===== src/slm_pkg.sv =====
// Shared types and command codes for the sorted list merge block.
`default_nettype none

package slm_pkg;

    localparam logic [1:0] CMD_LOAD_LEFT  = 2'd0;
    localparam logic [1:0] CMD_LOAD_RIGHT = 2'd1;
    localparam logic [1:0] CMD_MERGE      = 2'd2;

    typedef struct packed {
        logic [1:0]         command;
        logic signed [15:0] value;
    } in_item_t;

    typedef struct packed {
        logic signed [15:0] merged_value;
        logic               from_left;
        logic               last;
    } out_item_t;

    typedef struct packed {
        logic load_left;
        logic load_right;
        logic step;
    } ctrl_cmd_t;

    typedef struct packed {
        logic lists_empty;
        logic step_last;
        logic out_free;
    } dp_status_t;

endpackage

`default_nettype wire


===== src/slm_datapath.sv =====
// Datapath of the merge block: list stores, counts, read pointers and result register.
`default_nettype none

module slm_datapath #(
    parameter int LIST_DEPTH    = 32,
    parameter int ELEMENT_WIDTH = 16
) (
    input  wire logic               clk,
    input  wire logic               rst_n,
    input  wire logic signed [15:0] load_value,
    input  wire slm_pkg::ctrl_cmd_t cmd,
    output slm_pkg::dp_status_t     status,
    output logic                    result_valid,
    input  wire logic               result_ready,
    output slm_pkg::out_item_t      result
);

    localparam int CNT_W = $clog2(LIST_DEPTH + 1);
    localparam int IDX_W = (LIST_DEPTH > 1) ? $clog2(LIST_DEPTH) : 1;
    localparam logic [CNT_W-1:0] FULL_COUNT = CNT_W'(LIST_DEPTH);

    logic [ELEMENT_WIDTH-1:0] left_mem_reg  [LIST_DEPTH];
    logic [ELEMENT_WIDTH-1:0] right_mem_reg [LIST_DEPTH];

    logic [CNT_W-1:0] left_count_reg, left_count_next;
    logic [CNT_W-1:0] right_count_reg, right_count_next;
    logic [CNT_W-1:0] left_ptr_reg, left_ptr_next;
    logic [CNT_W-1:0] right_ptr_reg, right_ptr_next;

    logic               result_valid_reg, result_valid_next;
    slm_pkg::out_item_t result_reg, result_next;

    logic [ELEMENT_WIDTH-1:0] elem_in;
    logic [ELEMENT_WIDTH-1:0] left_head;
    logic [ELEMENT_WIDTH-1:0] right_head;
    logic [ELEMENT_WIDTH-1:0] chosen;
    logic                     left_done;
    logic                     right_done;
    logic                     take_left;
    logic [CNT_W:0]           total;
    logic [CNT_W:0]           emitted;

    assign elem_in    = ELEMENT_WIDTH'($signed(load_value));
    assign left_head  = left_mem_reg[left_ptr_reg[IDX_W-1:0]];
    assign right_head = right_mem_reg[right_ptr_reg[IDX_W-1:0]];
    assign left_done  = (left_ptr_reg == left_count_reg);
    assign right_done = (right_ptr_reg == right_count_reg);
    assign take_left  = !left_done && (right_done || ($signed(left_head) <= $signed(right_head)));
    assign chosen     = take_left ? left_head : right_head;

    assign total   = {1'b0, left_count_reg} + {1'b0, right_count_reg};
    assign emitted = {1'b0, left_ptr_reg} + {1'b0, right_ptr_reg} + (CNT_W + 1)'(1);

    assign status.lists_empty = (total == '0);
    assign status.step_last   = (emitted == total);
    assign status.out_free    = !result_valid_reg || result_ready;

    always_ff @(posedge clk)
    begin
        if (cmd.load_left && (left_count_reg != FULL_COUNT))
        begin
            left_mem_reg[left_count_reg[IDX_W-1:0]] <= elem_in;
        end
        if (cmd.load_right && (right_count_reg != FULL_COUNT))
        begin
            right_mem_reg[right_count_reg[IDX_W-1:0]] <= elem_in;
        end
    end

    always_comb
    begin
        left_count_next   = left_count_reg;
        right_count_next  = right_count_reg;
        left_ptr_next     = left_ptr_reg;
        right_ptr_next    = right_ptr_reg;
        result_valid_next = result_valid_reg;
        result_next       = result_reg;

        if (result_valid_reg && result_ready)
        begin
            result_valid_next = 1'b0;
        end
        if (cmd.load_left && (left_count_reg != FULL_COUNT))
        begin
            left_count_next = left_count_reg + CNT_W'(1);
        end
        if (cmd.load_right && (right_count_reg != FULL_COUNT))
        begin
            right_count_next = right_count_reg + CNT_W'(1);
        end
        if (cmd.step)
        begin
            result_valid_next        = 1'b1;
            result_next.merged_value = 16'(chosen);
            result_next.from_left    = take_left;
            result_next.last         = status.step_last;
            if (take_left)
            begin
                left_ptr_next = left_ptr_reg + CNT_W'(1);
            end
            else
            begin
                right_ptr_next = right_ptr_reg + CNT_W'(1);
            end
            if (status.step_last)
            begin
                left_count_next  = '0;
                right_count_next = '0;
                left_ptr_next    = '0;
                right_ptr_next   = '0;
            end
        end
    end

    always_ff @(posedge clk or negedge rst_n)
    begin
        if (!rst_n)
        begin
            left_count_reg   <= '0;
            right_count_reg  <= '0;
            left_ptr_reg     <= '0;
            right_ptr_reg    <= '0;
            result_valid_reg <= 1'b0;
        end
        else
        begin
            left_count_reg   <= left_count_next;
            right_count_reg  <= right_count_next;
            left_ptr_reg     <= left_ptr_next;
            right_ptr_reg    <= right_ptr_next;
            result_valid_reg <= result_valid_next;
        end
    end

    always_ff @(posedge clk)
    begin
        result_reg <= result_next;
    end

    assign result_valid = result_valid_reg;
    assign result       = result_reg;

    a_left_ptr_bound: assert property (@(posedge clk) disable iff (!rst_n)
        left_ptr_reg <= left_count_reg)
        else $error("left read pointer passed the left count");

    a_right_ptr_bound: assert property (@(posedge clk) disable iff (!rst_n)
        right_ptr_reg <= right_count_reg)
        else $error("right read pointer passed the right count");

    a_clear_after_last: assert property (@(posedge clk) disable iff (!rst_n)
        cmd.step && status.step_last |=> status.lists_empty && result_valid_reg && result_reg.last)
        else $error("lists not cleared or last flag missing after the final step");

    a_no_step_on_empty: assert property (@(posedge clk) disable iff (!rst_n)
        cmd.step |-> !status.lists_empty && status.out_free)
        else $error("merge step issued with empty lists or a blocked result register");

endmodule

`default_nettype wire


===== src/slm_controller.sv =====
// Controller state machine that sequences loads and merge runs.
`default_nettype none

module slm_controller (
    input  wire logic                clk,
    input  wire logic                rst_n,
    input  wire logic                item_valid,
    output logic                     item_ready,
    input  wire logic [1:0]          command,
    input  wire slm_pkg::dp_status_t status,
    output slm_pkg::ctrl_cmd_t       cmd
);

    typedef enum logic {
        S_IDLE,
        S_MERGE
    } state_t;

    state_t state_reg, state_next;
    logic   accept;

    assign item_ready     = (state_reg == S_IDLE);
    assign accept         = item_valid && item_ready;
    assign cmd.load_left  = accept && (command == slm_pkg::CMD_LOAD_LEFT);
    assign cmd.load_right = accept && (command == slm_pkg::CMD_LOAD_RIGHT);
    assign cmd.step       = (state_reg == S_MERGE) && status.out_free;

    always_comb
    begin
        state_next = state_reg;
        case (state_reg)
            S_IDLE:
            begin
                if (accept && (command == slm_pkg::CMD_MERGE) && !status.lists_empty)
                begin
                    state_next = S_MERGE;
                end
            end
            S_MERGE:
            begin
                if (cmd.step && status.step_last)
                begin
                    state_next = S_IDLE;
                end
            end
            default:
            begin
                state_next = S_IDLE;
            end
        endcase
    end

    always_ff @(posedge clk or negedge rst_n)
    begin
        if (!rst_n)
        begin
            state_reg <= S_IDLE;
        end
        else
        begin
            state_reg <= state_next;
        end
    end

endmodule

`default_nettype wire


===== src/sorted_list_merge.sv =====
// Top level of the two-way merge of sorted lists.
// A load gives no result; loads can be accepted back to back.
// A merge of N stored values gives its first result after the merge transfer, through the
// state register and the result register, and then one result per cycle while result_ready is high.
// item_ready is low while a merge run is in progress, so no new item is taken until the run ends.
// Reset clears the counts, pointers and result valid; the list stores are not cleared.
`default_nettype none

module sorted_list_merge #(
    parameter int LIST_DEPTH    = 32,
    parameter int ELEMENT_WIDTH = 16
) (
    input  wire logic               clk,
    input  wire logic               rst_n,
    input  wire logic               item_valid,
    output logic                    item_ready,
    input  wire slm_pkg::in_item_t  item,
    output logic                    result_valid,
    input  wire logic               result_ready,
    output slm_pkg::out_item_t      result
);

    slm_pkg::ctrl_cmd_t  cmd;
    slm_pkg::dp_status_t status;

    slm_controller u_controller (
        .clk        (clk),
        .rst_n      (rst_n),
        .item_valid (item_valid),
        .item_ready (item_ready),
        .command    (item.command),
        .status     (status),
        .cmd        (cmd)
    );

    slm_datapath #(
        .LIST_DEPTH    (LIST_DEPTH),
        .ELEMENT_WIDTH (ELEMENT_WIDTH)
    ) u_datapath (
        .clk          (clk),
        .rst_n        (rst_n),
        .load_value   (item.value),
        .cmd          (cmd),
        .status       (status),
        .result_valid (result_valid),
        .result_ready (result_ready),
        .result       (result)
    );

endmodule

`default_nettype wire


===== config.mk =====
export PLATFORM = sky130hd
export DESIGN_NAME = sorted_list_merge
export DESIGN_NICKNAME = d
export VERILOG_FILES = /design/src/slm_pkg.sv /design/src/slm_datapath.sv /design/src/slm_controller.sv /design/src/sorted_list_merge.sv
export SDC_FILE = /design/constraint.sdc
export NUM_CORES = 1
export LEC_CHECK = 0
export BUFFER_PORTS_ARGS = -buffer_cell sky130_fd_sc_hd__buf_4
export CAP_MARGIN = 20
export CORE_MARGIN = 4
export CORE_UTILIZATION = 35
export CTS_CLUSTER_SIZE = 10
export DETAILED_ROUTE_END_ITERATION = 10
export GPL_ROUTABILITY_DRIVEN = 0
export GPL_TIMING_DRIVEN = 0
export PLACE_DENSITY = 0.48
export SLEW_MARGIN = 10
export SYNTH_ARGS = -nofsm -noshare
export SYNTH_HDL_FRONTEND = slang
export SYNTH_SLANG_ARGS = --single-unit

===== constraint.sdc =====
create_clock -name clk -period 4.85 [get_ports clk]
set_input_delay 0.97 -clock clk [delete_from_list [all_inputs] [get_ports clk]]
set_output_delay 0.97 -clock clk [all_outputs]
set_load 0.1 [all_outputs]

==> metrics <==
overall overflow remaining after global route=0; Max clock buf depth=3; Max-Cap Viols=0; final hold viol count=0; placed cells=~3600; EDFF count, synth=approximately 1000; Die Wd=between 300 and 400 µm; WP data arrival=around 5.3 ns; Max-Slew Margin vs Limit=33.49%; most common cell in the synthesized netlist=edfxtp_1; actual slew at the worst max-slew pin=0.9976 ns; cell area after synthesis=between 40000 and 50000 µm²; drc violations=0; CTS buffer count=about 120; CP Launch Type=register; I/O pins=42; hold buffers post-CTS=0; Final ANT Viol Nets=0; Synth area leader=edfxtp_1; worst path required time=roughly 5.4 ns; CTS tree=done; fin. max-slew vios=0; Layout area overhead=17.07%; crit-path max FO=10; Hold Crit Class=input port to async pin; async set-reset flop share out of synthesis=roughly 2.4%; Leak=roughly 16 nW; clock transition at the registers of the reported paths=roughly 0.06 ns; cells after synthesis=around 1900; Die Ht=about 360 µm; Global Route Usage Sum=between 10% and 20%; Filler cells=approximately 10000; global route hottest layer=met2; cell area after layout=49550 µm²; met2 GRT Util=28.97%; vias=a little over 20000; share of layout cells above drive strength 1=between 30% and 40%; Setup TNS Final=0 ns; WL final=between 100 and 150 mm; final non-filler cell total=roughly 3800; GR Util met3=2.784%; count of TritonRoute iterations in the first routing pass=5; H-tree levels=3; die area=around 130000 µm²; post-synthesis sequential area ratio=75.47%; Final period util=a little over nine tenths; Peak VDD IR=roughly 0.50 mV; Worst Hold Margin=approximately 0.22 ns; Root Driver=clkbuf_16; clock latency on the worst-skew pair=around 0.68 ns; status=finished, final reports clean; Synth cell types=58; achievable clock frequency=~210 MHz; Vias/cell=~5.3; largest net degree at the start of global routing=between 60 and 70; power density cells=roughly 600 nW/µm²; Final WS setup=between 0.15 and 0.2 ns; syn avg cell area=22.15 µm²; I/O Buffers=41; final period demand of the worst path=4.699 ns; initial drt markers=between 1500 and 2000; skew final=between 0.02 and 0.025 ns; main area contributors after synthesis=edfxtp_1, mux4_2, dfrtp_1; Final Net Count=2205; number of global-route vias before repair=approximately 21000; Critical Path Sink Type=register; grt met1 use=24.80%; Primary FF master, synth=edfxtp_1; # rows=about 130; post-layout util=41.30%; dpl ws=-1.350 ns; dpl cell area=45790 µm²; CP Class=register to register; initial antenna violation count=6; synth cell count leaders=edfxtp_1, mux4_2, nor2_1; Power, Total=between 20 and 30 mW; Initial Utilization=a little over a third; Syn Nets=~2000; CTS Sinks=roughly 1100; Core Footprint=~120000 µm²; Yosys Warn Count=0; DP Wirelength=~74 mm; first-pass GRT wire length=158.6 mm; wire per inst=29.20 µm; top cell type's share of synthesized area=73.93%; Setup Viol. Count Final=0; Synth Register Bits=about 1100
[worst paths after layout]
kind                                         endpoint                        from  slack [ns]  depth (start not counted)
max in group asynchronous  u_datapath.left_ptr_reg[5]                       rst_n        4.28                          1
min in group clk              u_datapath.result_valid     u_datapath.result_valid        0.51                          2
min reg2reg                   u_datapath.result_valid     u_datapath.result_valid        0.51                          2
min                            u_controller.state_reg                       rst_n        0.22                          1
max                        u_datapath.left_ptr_reg[5]  u_datapath.left_ptr_reg[0]        0.15                         17
max reg2reg                u_datapath.left_ptr_reg[5]  u_datapath.left_ptr_reg[0]        0.15                         17
[layout make-up]
class / count / area (µm²) / share of cell area, %
sequential: 1068 / 31940 / 64.46
buffer: 93 / 754.5 / 1.523
multi-input combinational: 733 / 10130 / 20.44
clock buffer: 159 / 3213 / 6.485
tap: 1612 / 2017 / 4.071
timing repair buffer: 109 / 1318 / 2.659
clock inverter: 14 / 102.6 / 0.2071
inverter: 17 / 63.81 / 0.1288
antenna: 5 / 12.51 / 0.02525
[worst max-delay path: stages (launching register included)]
cell      delay, ns
dfrtp_1        0.37
clkbuf_8       0.21
buf_12         0.20
buf_12         0.18
mux4_2         0.57
mux4_2         0.54
nand2_1        0.11
nand2_1        0.18
ha_1           0.33
nand3_1        0.15
nor4_4         0.32
o21ai_1        0.14
a21o_1         0.22
a31oi_4        0.22
buf_4          0.20
nand4_1        0.14
a21o_1         0.24
a22o_1         0.22
[cell usage in the layout, fill, tap and decap left out, types with 5 or more instances in the layout]
master	n
a21oi_1	23
a21oi_4	6
buf_12	7
buf_2	9
buf_4	58
buf_6	19
buf_8	57
clkbuf_1	50
clkbuf_16	123
clkbuf_2	12
clkbuf_4	16
clkinv_1	6
dfrtp_1	26
diode_2	5
edfxtp_1	1042
ha_1	37
inv_1	13
mux2i_1	11
mux2i_2	5
mux4_2	320
nand2_1	66
nand2_2	6
nand3_1	14
nand3b_1	5
nand4_1	11
nor2_1	42
nor2_2	67
nor3_1	7
o21ai_0	10
or2_2	5
xnor2_1	17
xor2_1	17
[where the power goes]
part | total, mW | leakage, nW | switching, mW | internal (mW)
sequential | 10.7 | 9.70 | 0.217 | 10.5
combinational | 10.9 | 4.26 | 6.55 | 4.34
clock | 7.99 | 1.61 | 3.40 | 4.59
[kinds of logic (layout without fill, tap and decap cells)]
family	Yosys count	count (layout)	share of synthesized area (%)
flip-flops	1068	1068	75.47
multiplexers	339	339	17.48
AND/OR/NAND/NOR	249	249	2.655
buffers and inverters	110	392	1.395
AO/OA/AOI/OAI	71	71	1.076
adder cells (fa/ha/maj)	40	40	1.218
XOR/XNOR	34	34	0.7036
other	0	5	0
[per-layer routing]
| layer | vias up | part of all wire, % |
|---|---|---|
| met5 | - | 0 |
| met4 | 0 | 2.1 |
| met3 | 126 | 5.4 |
| met2 | 604 | 49 |
| met1 | 11152 | 44 |
| li1 | 8469 | - |
[repair_timing]
action / in CTS / in global routing
setup buffers: 1 / 0
gates cloned: 0 / 0
gates resized for setup: 106 / 45
pin swaps: 1 / 1
endpoints found under the setup margin: 29 / 26
Power figures use the tool's default switching activity.
